`src/sv/http_body_deframer_top_macros.svh`:
```
// ----------------------------------------------------------------------------
// http_body_deframer_top_macros: assertion macros
// Concurrent assertion helpers clocked on clk_i and disabled during reset.
// ----------------------------------------------------------------------------
`ifndef HTTP_BODY_DEFRAMER_TOP_MACROS_SVH
`define HTTP_BODY_DEFRAMER_TOP_MACROS_SVH
`ifndef SYNTH
// property must hold at every clock edge out of reset
`define HBD_ASSERT(lbl, prop) \
  lbl: assert property (@(posedge clk_i) disable iff (!rst_ni) (prop)) \
    else $error("hbd assertion failed");
// pre in one cycle implies post in the next
`define HBD_ASSERT_NEXT(lbl, pre, post) \
  lbl: assert property (@(posedge clk_i) disable iff (!rst_ni) (pre) |=> (post)) \
    else $error("hbd assertion failed");
`else
`define HBD_ASSERT(lbl, prop)
`define HBD_ASSERT_NEXT(lbl, pre, post)
`endif
`endif

```
`src/sv/hbd_pkg.sv`:
```
// ----------------------------------------------------------------------------
// hbd_pkg: shared definitions for the HTTP body deframer
// Sizing constants, command and status codes, and the result record.
// ----------------------------------------------------------------------------
package hbd_pkg;

  localparam int unsigned LINE_LIMIT = 128;
  localparam int unsigned COUNT_BITS = 32;
  // remaining-byte counter must also hold a full 32-bit content length
  localparam int unsigned LEFT_BITS  = (COUNT_BITS > 32) ? COUNT_BITS : 32;
  localparam int unsigned LC_BITS    = $clog2(LINE_LIMIT + 1);

  localparam logic [1:0] CMD_DATA      = 2'd0;
  localparam logic [1:0] CMD_CONN_END  = 2'd1;
  localparam logic [1:0] CMD_CANCEL    = 2'd2;
  localparam logic [1:0] CMD_READ_FAIL = 2'd3;

  localparam logic [1:0] MODE_LENGTH  = 2'd0;
  localparam logic [1:0] MODE_CHUNKED = 2'd1;
  localparam logic [1:0] MODE_CLOSE   = 2'd2;

  localparam logic [2:0] ST_COMPLETE  = 3'd0;
  localparam logic [2:0] ST_PREMATURE = 3'd1;
  localparam logic [2:0] ST_MALFORMED = 3'd2;
  localparam logic [2:0] ST_CANCELLED = 3'd3;
  localparam logic [2:0] ST_READ_FAIL = 3'd4;

  localparam logic [0:0] CFG_FRAMING_MODE = 1'b0;
  localparam logic [0:0] CFG_BODY_LENGTH  = 1'b1;

  localparam logic [7:0] CH_CR   = 8'h0D;
  localparam logic [7:0] CH_LF   = 8'h0A;
  localparam logic [7:0] CH_SEMI = 8'h3B;

  typedef struct packed {
    logic        is_status;
    logic [7:0]  out_byte;
    logic [2:0]  final_status;
    logic [31:0] delivered_count;
    logic        last;
  } result_t;

  // delivered count as reported: low 32 bits, zero extended if narrower
  function automatic logic [31:0] cnt_to_out(input logic [COUNT_BITS-1:0] c);
    logic [63:0] w;
    w = 64'(c);
    return w[31:0];
  endfunction

endpackage

```
`src/sv/hbd_core.sv`:
```
// ----------------------------------------------------------------------------
// hbd_core: framing state and per-item decode
// Works out the results of one item and the next framing state in one pass;
// the state advances when the item is consumed.
// ----------------------------------------------------------------------------
module hbd_core import hbd_pkg::*; (
  input  logic          clk_i,
  input  logic          rst_ni,
  input  logic [1:0]    framing_mode_i,
  input  logic [31:0]   body_length_i,
  input  logic [1:0]    cmd_i,
  input  logic [7:0]    byte_i,
  input  logic          consume_i,
  output logic [1:0]    res_n_o,
  output result_t       res0_o,
  output result_t       res1_o
);

  localparam logic [2:0] PH_START    = 3'd0;
  localparam logic [2:0] PH_CONTENT  = 3'd1;
  localparam logic [2:0] PH_SIZE     = 3'd2;
  localparam logic [2:0] PH_SIZE_BAD = 3'd3;
  localparam logic [2:0] PH_DATA     = 3'd4;
  localparam logic [2:0] PH_CRLF     = 3'd5;
  localparam logic [2:0] PH_TRAILER  = 3'd6;
  localparam logic [2:0] PH_CLOSE    = 3'd7;

  logic [2:0]            phase_q, phase_d;
  logic [COUNT_BITS-1:0] size_q, size_d;
  logic [LEFT_BITS-1:0]  left_q, left_d;
  logic [COUNT_BITS-1:0] deliv_q, deliv_d;
  logic [LC_BITS-1:0]    lcnt_q, lcnt_d;
  logic                  prev_cr_q, prev_cr_d;
  logic                  in_ext_q, in_ext_d;
  logic                  digit_q, digit_d;
  logic                  crlf_q, crlf_d;

  logic [2:0]            eff_phase;
  logic [LEFT_BITS-1:0]  eff_left, left_dec;
  logic [COUNT_BITS-1:0] deliv_inc;
  logic [COUNT_BITS:0]   chunk_sum;
  logic [LC_BITS-1:0]    lcnt_inc;
  logic                  deliv_full, chunk_ovf, size_ovf;
  logic                  is_cr, is_lf, is_semi;
  logic [4:0]            hex;
  logic                  early, emit_data, emit_stat;
  logic [2:0]            stat_code;
  result_t               data_r, stat_r;

  // {valid, value}
  function automatic logic [4:0] hex_decode(input logic [7:0] b);
    logic [4:0] r;
    r = 5'd0;
    if (b >= 8'h30 && b <= 8'h39) begin
      r = {1'b1, 4'(b - 8'h30)};
    end else if (b >= 8'h61 && b <= 8'h66) begin
      r = {1'b1, 4'(b - 8'h57)};
    end else if (b >= 8'h41 && b <= 8'h46) begin
      r = {1'b1, 4'(b - 8'h37)};
    end
    return r;
  endfunction

  assign is_cr      = (byte_i == CH_CR);
  assign is_lf      = (byte_i == CH_LF);
  assign is_semi    = (byte_i == CH_SEMI);
  assign hex        = hex_decode(byte_i);
  assign deliv_inc  = deliv_q + 1'b1;
  assign deliv_full = &deliv_q;
  assign chunk_sum  = {1'b0, size_q} + {1'b0, deliv_q};
  assign chunk_ovf  = chunk_sum[COUNT_BITS];
  // shifting in another digit overflows iff the top nibble is already used
  assign size_ovf   = (size_q[COUNT_BITS-1 -: 4] != 4'd0);
  assign lcnt_inc   = lcnt_q + 1'b1;
  assign left_dec   = eff_left - 1'b1;

  always_comb begin
    phase_d   = phase_q;
    size_d    = size_q;
    deliv_d   = deliv_q;
    lcnt_d    = lcnt_q;
    prev_cr_d = prev_cr_q;
    in_ext_d  = in_ext_q;
    digit_d   = digit_q;
    crlf_d    = crlf_q;
    early     = 1'b0;
    emit_data = 1'b0;
    emit_stat = 1'b0;
    stat_code = ST_COMPLETE;
    eff_phase = phase_q;
    eff_left  = left_q;

    // first item of a body samples the framing registers
    if (phase_q == PH_START) begin
      eff_left = LEFT_BITS'(body_length_i);
      if (cmd_i == CMD_CANCEL) begin
        early     = 1'b1;
        emit_stat = 1'b1;
        stat_code = ST_CANCELLED;
      end else begin
        unique case (framing_mode_i)
          MODE_LENGTH: begin
            if (body_length_i == 32'd0) begin
              early     = 1'b1;
              emit_stat = 1'b1;
              stat_code = ST_COMPLETE;
            end else begin
              eff_phase = PH_CONTENT;
            end
          end
          MODE_CHUNKED: eff_phase = PH_SIZE;
          MODE_CLOSE:   eff_phase = PH_CLOSE;
          default: begin
            early     = 1'b1;
            emit_stat = 1'b1;
            stat_code = ST_MALFORMED;
          end
        endcase
      end
    end

    phase_d = eff_phase;
    left_d  = eff_left;

    if (!early) begin
      unique case (cmd_i)
        CMD_CANCEL: begin
          emit_stat = 1'b1;
          stat_code = ST_CANCELLED;
        end
        CMD_READ_FAIL: begin
          emit_stat = 1'b1;
          stat_code = ST_READ_FAIL;
        end
        CMD_CONN_END: begin
          emit_stat = 1'b1;
          stat_code = (eff_phase == PH_CLOSE) ? ST_COMPLETE : ST_PREMATURE;
        end
        default: begin
          case (eff_phase)
            PH_CONTENT, PH_DATA, PH_CLOSE: begin
              if (deliv_full) begin
                emit_stat = 1'b1;
                stat_code = ST_MALFORMED;
              end else begin
                emit_data = 1'b1;
                deliv_d   = deliv_inc;
                if (eff_phase != PH_CLOSE) begin
                  left_d = left_dec;
                  if (left_dec == '0) begin
                    if (eff_phase == PH_CONTENT) begin
                      emit_stat = 1'b1;
                      stat_code = ST_COMPLETE;
                    end else begin
                      phase_d   = PH_CRLF;
                      crlf_d    = 1'b0;
                      prev_cr_d = 1'b0;
                    end
                  end
                end
              end
            end
            PH_SIZE, PH_SIZE_BAD, PH_TRAILER: begin
              if (is_lf) begin
                if (lcnt_q == '0 || !prev_cr_q) begin
                  emit_stat = 1'b1;
                  stat_code = ST_MALFORMED;
                end else if (eff_phase == PH_TRAILER) begin
                  if (lcnt_q == LC_BITS'(1)) begin
                    emit_stat = 1'b1;
                    stat_code = ST_COMPLETE;
                  end else begin
                    phase_d   = PH_TRAILER;
                    size_d    = '0;
                    lcnt_d    = '0;
                    prev_cr_d = 1'b0;
                    in_ext_d  = 1'b0;
                    digit_d   = 1'b0;
                  end
                end else if (eff_phase == PH_SIZE_BAD || !digit_q || chunk_ovf) begin
                  emit_stat = 1'b1;
                  stat_code = ST_MALFORMED;
                end else if (size_q == '0) begin
                  // last chunk: trailer section follows
                  phase_d   = PH_TRAILER;
                  size_d    = '0;
                  lcnt_d    = '0;
                  prev_cr_d = 1'b0;
                  in_ext_d  = 1'b0;
                  digit_d   = 1'b0;
                end else begin
                  left_d  = LEFT_BITS'(size_q);
                  phase_d = PH_DATA;
                end
              end else begin
                if (eff_phase == PH_SIZE && !in_ext_q) begin
                  if (prev_cr_q) begin
                    phase_d = PH_SIZE_BAD;
                  end else if (is_semi) begin
                    in_ext_d = 1'b1;
                  end else if (!is_cr) begin
                    if (!hex[4] || size_ovf) begin
                      phase_d = PH_SIZE_BAD;
                    end else begin
                      size_d  = {size_q[COUNT_BITS-5:0], hex[3:0]};
                      digit_d = 1'b1;
                    end
                  end
                end
                prev_cr_d = is_cr;
                lcnt_d    = lcnt_inc;
                if (lcnt_inc >= LC_BITS'(LINE_LIMIT)) begin
                  emit_stat = 1'b1;
                  stat_code = ST_MALFORMED;
                end
              end
            end
            PH_CRLF: begin
              if (!crlf_q) begin
                prev_cr_d = is_cr;
                crlf_d    = 1'b1;
              end else if (!prev_cr_q || !is_lf) begin
                emit_stat = 1'b1;
                stat_code = ST_MALFORMED;
              end else begin
                crlf_d    = 1'b0;
                phase_d   = PH_SIZE;
                size_d    = '0;
                lcnt_d    = '0;
                prev_cr_d = 1'b0;
                in_ext_d  = 1'b0;
                digit_d   = 1'b0;
              end
            end
            default: ;
          endcase
        end
      endcase
    end

    data_r = '{is_status: 1'b0, out_byte: byte_i, final_status: ST_COMPLETE,
               delivered_count: 32'd0, last: !emit_stat};
    stat_r = '{is_status: 1'b1, out_byte: 8'd0, final_status: stat_code,
               delivered_count: cnt_to_out(deliv_d), last: 1'b1};

    // a status closes the body: back to the start state
    if (emit_stat) begin
      phase_d   = PH_START;
      size_d    = '0;
      left_d    = '0;
      deliv_d   = '0;
      lcnt_d    = '0;
      prev_cr_d = 1'b0;
      in_ext_d  = 1'b0;
      digit_d   = 1'b0;
      crlf_d    = 1'b0;
    end
  end

  assign res_n_o = {1'b0, emit_data} + {1'b0, emit_stat};
  assign res0_o  = emit_data ? data_r : stat_r;
  assign res1_o  = stat_r;

  always_ff @(posedge clk_i or negedge rst_ni) begin
    if (!rst_ni) begin
      phase_q   <= PH_START;
      size_q    <= '0;
      left_q    <= '0;
      deliv_q   <= '0;
      lcnt_q    <= '0;
      prev_cr_q <= 1'b0;
      in_ext_q  <= 1'b0;
      digit_q   <= 1'b0;
      crlf_q    <= 1'b0;
    end else if (consume_i) begin
      phase_q   <= phase_d;
      size_q    <= size_d;
      left_q    <= left_d;
      deliv_q   <= deliv_d;
      lcnt_q    <= lcnt_d;
      prev_cr_q <= prev_cr_d;
      in_ext_q  <= in_ext_d;
      digit_q   <= digit_d;
      crlf_q    <= crlf_d;
    end
  end

endmodule

```
`src/sv/hbd_outbuf.sv`:
```
// ----------------------------------------------------------------------------
// hbd_outbuf: two-slot result buffer
// Takes up to two results per cycle and hands them out one per handshake.
// ----------------------------------------------------------------------------
module hbd_outbuf import hbd_pkg::*; (
  input  logic       clk_i,
  input  logic       rst_ni,
  input  logic [1:0] push_n_i,
  input  result_t    res0_i,
  input  result_t    res1_i,
  input  logic       ready_i,
  output logic       valid_o,
  output result_t    head_o,
  output logic [1:0] cnt_o
);

  result_t    slot0_q, slot0_d, slot1_q, slot1_d, shifted;
  logic [1:0] cnt_q, cnt_d, rem;
  logic       pop;

  assign valid_o = (cnt_q != 2'd0);
  assign head_o  = slot0_q;
  assign cnt_o   = cnt_q;
  assign pop     = valid_o && ready_i;
  assign rem     = cnt_q - {1'b0, pop};
  assign shifted = pop ? slot1_q : slot0_q;

  always_comb begin
    slot0_d = slot0_q;
    slot1_d = slot1_q;
    unique case (rem)
      2'd0: begin
        slot0_d = res0_i;
        slot1_d = res1_i;
      end
      2'd1: begin
        slot0_d = shifted;
        slot1_d = res0_i;
      end
      default: ;  // full and not popping: nothing is pushed
    endcase
    cnt_d = rem + push_n_i;
  end

  always_ff @(posedge clk_i) begin
    slot0_q <= slot0_d;
    slot1_q <= slot1_d;
  end

  always_ff @(posedge clk_i or negedge rst_ni) begin
    if (!rst_ni) begin
      cnt_q <= 2'd0;
    end else begin
      cnt_q <= cnt_d;
    end
  end

endmodule

```
`src/sv/http_body_deframer_top.sv`:
```
// ----------------------------------------------------------------------------
// http_body_deframer_top: HTTP/1.1 response body deframer
// Content-length, chunked or until-close framing over a byte stream.
// ----------------------------------------------------------------------------
// One input item per clock while the output buffer has room: an item is
// registered, decoded in the following cycle and its results land in a
// two-slot output buffer, whose head is the result stream. Items that give
// at most one result stream at one per cycle while results are taken. An
// item that gives a body byte plus its final status needs both buffer slots,
// so it waits until the buffer has drained; this happens at the end of a
// body. Items that give no result (size and trailer line bytes, chunk CRLF)
// never wait for buffer space. Configuration is sampled on the first item of
// each body.
`include "http_body_deframer_top_macros.svh"

module http_body_deframer_top import hbd_pkg::*; (
  input  logic        clk_i,
  input  logic        rst_ni,
  // configuration
  input  logic        cfg_we_i,
  input  logic [0:0]  cfg_index_i,
  input  logic [31:0] cfg_wdata_i,
  // input items
  input  logic        s_axis_tvalid_i,
  output logic        s_axis_tready_o,
  input  logic [7:0]  s_axis_tdata_i,   // [7:0] in_byte
  input  logic [1:0]  s_axis_tuser_i,   // [1:0] cmd
  // result items
  output logic        m_axis_tvalid_o,
  input  logic        m_axis_tready_i,
  output logic [47:0] m_axis_tdata_o,   // [7:0] out_byte, [10:8] final_status,
                                        // [42:11] delivered_count, [47:43] zero
  output logic [0:0]  m_axis_tuser_o,   // [0] is_status
  output logic        m_axis_tlast_o
);

  logic [1:0]  framing_mode_q;
  logic [31:0] body_length_q;
  logic        in_valid_q, in_valid_d;
  logic [1:0]  in_cmd_q;
  logic [7:0]  in_byte_q;
  logic        s_accept, consume;
  logic [1:0]  core_n, ob_cnt, ob_free;
  result_t     res0, res1, head;

  always_ff @(posedge clk_i or negedge rst_ni) begin
    if (!rst_ni) begin
      framing_mode_q <= MODE_LENGTH;
      body_length_q  <= 32'd0;
    end else if (cfg_we_i) begin
      unique case (cfg_index_i)
        CFG_FRAMING_MODE: framing_mode_q <= cfg_wdata_i[1:0];
        CFG_BODY_LENGTH:  body_length_q  <= cfg_wdata_i;
        default: ;
      endcase
    end
  end

  assign ob_free         = 2'd2 - ob_cnt;
  assign consume         = in_valid_q && (core_n <= ob_free);
  assign s_axis_tready_o = !in_valid_q || consume;
  assign s_accept        = s_axis_tvalid_i && s_axis_tready_o;
  assign in_valid_d      = s_accept || (in_valid_q && !consume);

  always_ff @(posedge clk_i or negedge rst_ni) begin
    if (!rst_ni) begin
      in_valid_q <= 1'b0;
    end else begin
      in_valid_q <= in_valid_d;
    end
  end

  always_ff @(posedge clk_i) begin
    if (s_accept) begin
      in_cmd_q  <= s_axis_tuser_i;
      in_byte_q <= s_axis_tdata_i;
    end
  end

  hbd_core u_core (
    .clk_i          (clk_i),
    .rst_ni         (rst_ni),
    .framing_mode_i (framing_mode_q),
    .body_length_i  (body_length_q),
    .cmd_i          (in_cmd_q),
    .byte_i         (in_byte_q),
    .consume_i      (consume),
    .res_n_o        (core_n),
    .res0_o         (res0),
    .res1_o         (res1)
  );

  hbd_outbuf u_outbuf (
    .clk_i    (clk_i),
    .rst_ni   (rst_ni),
    .push_n_i (consume ? core_n : 2'd0),
    .res0_i   (res0),
    .res1_i   (res1),
    .ready_i  (m_axis_tready_i),
    .valid_o  (m_axis_tvalid_o),
    .head_o   (head),
    .cnt_o    (ob_cnt)
  );

  assign m_axis_tdata_o = {5'd0, head.delivered_count, head.final_status, head.out_byte};
  assign m_axis_tuser_o = head.is_status;
  assign m_axis_tlast_o = head.last;

  `HBD_ASSERT(a_outbuf_bound, ob_cnt <= 2'd2)
  `HBD_ASSERT(a_status_is_last, !(m_axis_tvalid_o && m_axis_tuser_o[0]) || m_axis_tlast_o)
  `HBD_ASSERT(a_data_clean, !(m_axis_tvalid_o && !m_axis_tuser_o[0]) || (m_axis_tdata_o[47:8] == 40'd0))
  `HBD_ASSERT_NEXT(a_accept_loads, s_axis_tvalid_i && s_axis_tready_o, in_valid_q)

endmodule

```
`config.mk`:
```
export PLATFORM = sky130hd
export DESIGN_NAME = http_body_deframer_top
export DESIGN_NICKNAME = d
export VERILOG_FILES = /design/src/sv/hbd_pkg.sv /design/src/sv/hbd_core.sv /design/src/sv/hbd_outbuf.sv /design/src/sv/http_body_deframer_top.sv
export VERILOG_INCLUDE_DIRS = /design/src /design/src/sv
export SDC_FILE = /design/constraint.sdc
export NUM_CORES = 1
export LEC_CHECK = 0
export BUFFER_PORTS_ARGS = -buffer_cell sky130_fd_sc_hd__buf_2
export CORE_ASPECT_RATIO = 1.25
export CORE_UTILIZATION = 55
export DETAILED_ROUTE_END_ITERATION = 10
export PLACE_DENSITY = 0.73
export SYNTH_ARGS = -nofsm -noshare
export SYNTH_HDL_FRONTEND = slang
export SYNTH_SLANG_ARGS = --single-unit
```
`constraint.sdc`:
```
create_clock -name clk_i -period 8.1 [get_ports clk_i]
set_input_delay 0.405 -clock clk_i [delete_from_list [all_inputs] [get_ports clk_i]]
set_output_delay 0.405 -clock clk_i [all_outputs]
set_load 0.1 [all_outputs]
```
==> results.cfg <==
[detailed_routing]
wl_met2_mm = 19.75
drt_iter0_drc = 1067
avgRoutedWirePerCell_um = 20.36
drt_wl_total_mm = 41.04
viasPerCell = 6.377
vias = 12850
met3_length_mm = 2.806
highest_layer = met4
antenna_left = 0
drc = 0
firstDrtPassIters = 5
met1Wirelength_mm = 16.84

[flow_run]
drv_cap = 0

[power]
p_sw_mw = 3.742
p_clk_frac = 0.163
power.density_nw_per_um2 = 430.6
p_int_mw = 3.384
seqPwrFrac = 0.280
p_sw_frac = 0.5252
p_comb_frac = 0.557
ir_worst_vdd_mv = 0.2679
p_leak_nw = 6.767

[synthesis]
ys_seq_elements = 248
yosysMostFrequentCell = nand2_1
syn-cell-area_um2 = 15020
netlist_instances = 1602
synthTopCellsByArea = dfrtp_1 (25%), edfxtp_1 (20%), nand2_1 (6.0%)
synth_commonest_cells = nand2_1 (241), dfrtp_1 (148), nor2_1 (115)
yosysSeqAreaShare = 0.4466
synthArstFlopShare = 0.5968
yosysWarnings = 0
synth_top_area_cell = dfrtp_1
ys_types = 85
yosysTopAreaCellShare = 0.2466
postSynthAreaPerCell_um2 = 9.374
synth_edf_count = 100
yosys_most_used_dff = dfrtp_1

[final_layout]
drive_gt1_frac = 0.1437
nFillCells = 2366
postLayoutCoreUtil = 0.6169
register_area_um2 = 6706
area_growth_pct = 10.21
n_antenna_cell = 0
multi_input_area_um2 = 7764
nNetsFinal = 1750
stdcell_count = 2015

[floorplanning]
ios = 100
rows = 67
core_region_area_um2 = 26830
die_y_um = 186.7
start_util = 0.5598
die-area_um2 = 27970
die_w_um = 149.8

[sta]
period_share = 0.8197
hold_viol = 0
period_needed_ns = 6.639
slew_viol_final = 0
setup_violations = 0
relSlewSlack = 0.2004
clock.fmax_mhz = 150.6
worstMarginPinSlew_ns = 1.197
fin_skew_ns = 0.01585
rsz0062_at_grt = no
setup_tns_ns = 0

[worst_setup_path]
start_kind = register
critPathArrivalTime_ns = 6.23
critPathKind = reg2out
timing.critical_path.from = u_core.phase_q[2]
r2r_setup_slack_ns = 1.56
endpoint_kind = output pin
rr_endpoint = u_core.size_q[2]
path_cells = nor3_4 -> mux2i_1 -> ha_1 -> nand2b_1 -> nor4b_2 -> o22ai_2 -> xnor2_1 -> nand3_1 -> or4_4 -> o41ai_4 -> buf_4 -> ha_1 -> ha_1 -> nor2b_1 -> o21ai_0 -> inv_1 -> nand2_1 -> buf_2
critPathMaxFanout = 22
cp-endpoint = s_axis_tready_o
max_stage_delay_ns = 0.56
r2r_cells = 21
worstReg2RegStart = u_core.phase_q[2]
cp_common_cell = ha_1
required_ns = 7.70
crit_path_top_delay_cell = or4_4

[placed_design]
gp_congestion = 0.9247
io_buffers = 94
dp_hpwl_mm = 29.39
placedCellCount = 1966

[grt]
grt_pass1_vias = 12400
antenna_found_initial = 1
grt_use_total = 0.3005
overflow = 0
grt_pass1_wl_mm = 67.07
grt_max_degree = 92

[hold_path]
hp-class = in2reg

[cts]
clock_latency_ns = 0.55
post-cts-setup-buffer-count = 0
root_buffer = clkbuf_16
clockBufferDepth = 3
h-tree-depth = 1
cts_made_buffers = 26
cts_tree = built
clkSlewWorstSetupHoldPaths_ns = 0.06
clock_sinks = 248

[status]
status = finished clean
[final cells by class]
class	count	area share
Clock buffer	30	0.04272
Clock inverter	18	0.007258
Inverter	27	0.006124
Multi-Input combinational cell	1221	0.4691
Sequential cell	248	0.4052
Tap cell	345	0.02608
Timing Repair Buffer	126	0.04347
[cell families (layout without fill, tap and decap cells)]
| kind of cell | Yosys count | count (layout) | share of synthesized area |
|---|---|---|---|
| flops | 248 | 248 | 0.4466 |
| other cells | 1 | 5 | 0.0002497 |
| mux | 75 | 75 | 0.05332 |
| compound gates | 413 | 413 | 0.1831 |
| fa+ha+maj | 52 | 52 | 0.04333 |
| simple gates | 620 | 620 | 0.2011 |
| buf+inv | 137 | 201 | 0.03966 |
| xor+xnor | 56 | 56 | 0.03266 |
[worst max-delay path, delay by kind of cell, from the launching register on]
kind	cells	cell delay (ns)
buffers and inverters	3	0.86
AO/OA/AOI/OAI	3	0.89
XOR/XNOR	1	0.30
flip-flops	1	0.53
multiplexers	1	0.39
adder cells (fa/ha/maj)	3	0.83
AND/OR/NAND/NOR	7	1.87
[registers in the layout, indices dropped and copies added (netlist names), 2 cells and up]
| signal | count |
|---|---|
| u_outbuf.head_o | 45 |
| u_outbuf.slot1_q | 45 |
| body_length_q | 32 |
| u_core.deliv_q | 32 |
| u_core.left_q | 32 |
| u_core.size_q | 32 |
| in_byte_q | 8 |
| u_core.lcnt_q | 8 |
| u_core.phase_q | 3 |
| framing_mode_q | 2 |
| in_cmd_q | 2 |
| u_outbuf.cnt_o | 2 |
[stage by stage]
| step | area [µm²] | hold slack, ns | power, mW | worst slack, ns |
|---|---|---|---|---|
| after global placement | 15710 | 0.4748 | 5.898 | 1.916 |
| after global routing | 16550 | 0.02068 | 7.541 | 1.097 |
| final | 16550 | 0.03099 | 7.126 | 1.461 |
| after floorplan | 15030 | 0.1094 | 5.054 | 0.6028 |
| after detailed placement | 15710 | 0.4977 | 5.962 | 1.664 |
| after CTS | 16550 | 0.01490 | 7.129 | 1.529 |
[worst min-delay path by stage]
| stage | from | to | slack [ns] | cells past startpoint |
|---|---|---|---|---|
| 2_1_floorplan | rst_ni | body_length_q[0] | 0.11 | 0 |
| 3_3_place_gp | u_core.left_q[19] | u_core.left_q[19] | 0.47 | 2 |
| 3_5_place_dp | u_core.left_q[30] | u_core.left_q[30] | 0.50 | 1 |
| 4_1_cts | s_axis_tdata_i[2] | in_byte_q[2] | 0.01 | 1 |
| 5_1_grt | s_axis_tdata_i[2] | in_byte_q[2] | 0.02 | 1 |
| 6_report | s_axis_tdata_i[0] | in_byte_q[0] | 0.03 | 1 |
[what timing repair did]
action / in CTS / in global routing
gates resized for setup: 0 / 0
hold buffers: 1 / 0
hold endpoints to repair: 22 / 0
[power by group through the flow]
stage | clock network [mW] | registers (mW) | logic (mW)
after floorplan | 0 | 2.79 | 2.26
after global placement | 0 | 2.00 | 3.90
after detailed placement | 0 | 2.02 | 3.95
after CTS | 1.18 | 1.99 | 3.96
after global routing | 1.22 | 2.03 | 4.28
final | 1.16 | 1.99 | 3.97
[layout by cell type (no fill, tap or decap), types with 26 or more instances in the layout]
master	instances
nand2_1	240
dfrtp_1	148
nor2_1	113
edfxtp_1	100
buf_2	93
o21ai_0	76
o21ai_1	67
o31ai_1	63
nand3_1	61
a21oi_1	52
ha_1	52
nor3_1	42
mux2i_1	37
mux2_2	37
xnor2_1	33
buf_4	31
nor4_1	30
inv_1	27
clkbuf_16	27
o22a_1	26
[metal layers]
metal,GRT usage,vias up
met5,0,-
met1,0.4033,6189
met4,0.1247,0
li1,-,6028
met3,0.03839,114
met2,0.4882,519
Power figures use the tool's default switching activity.
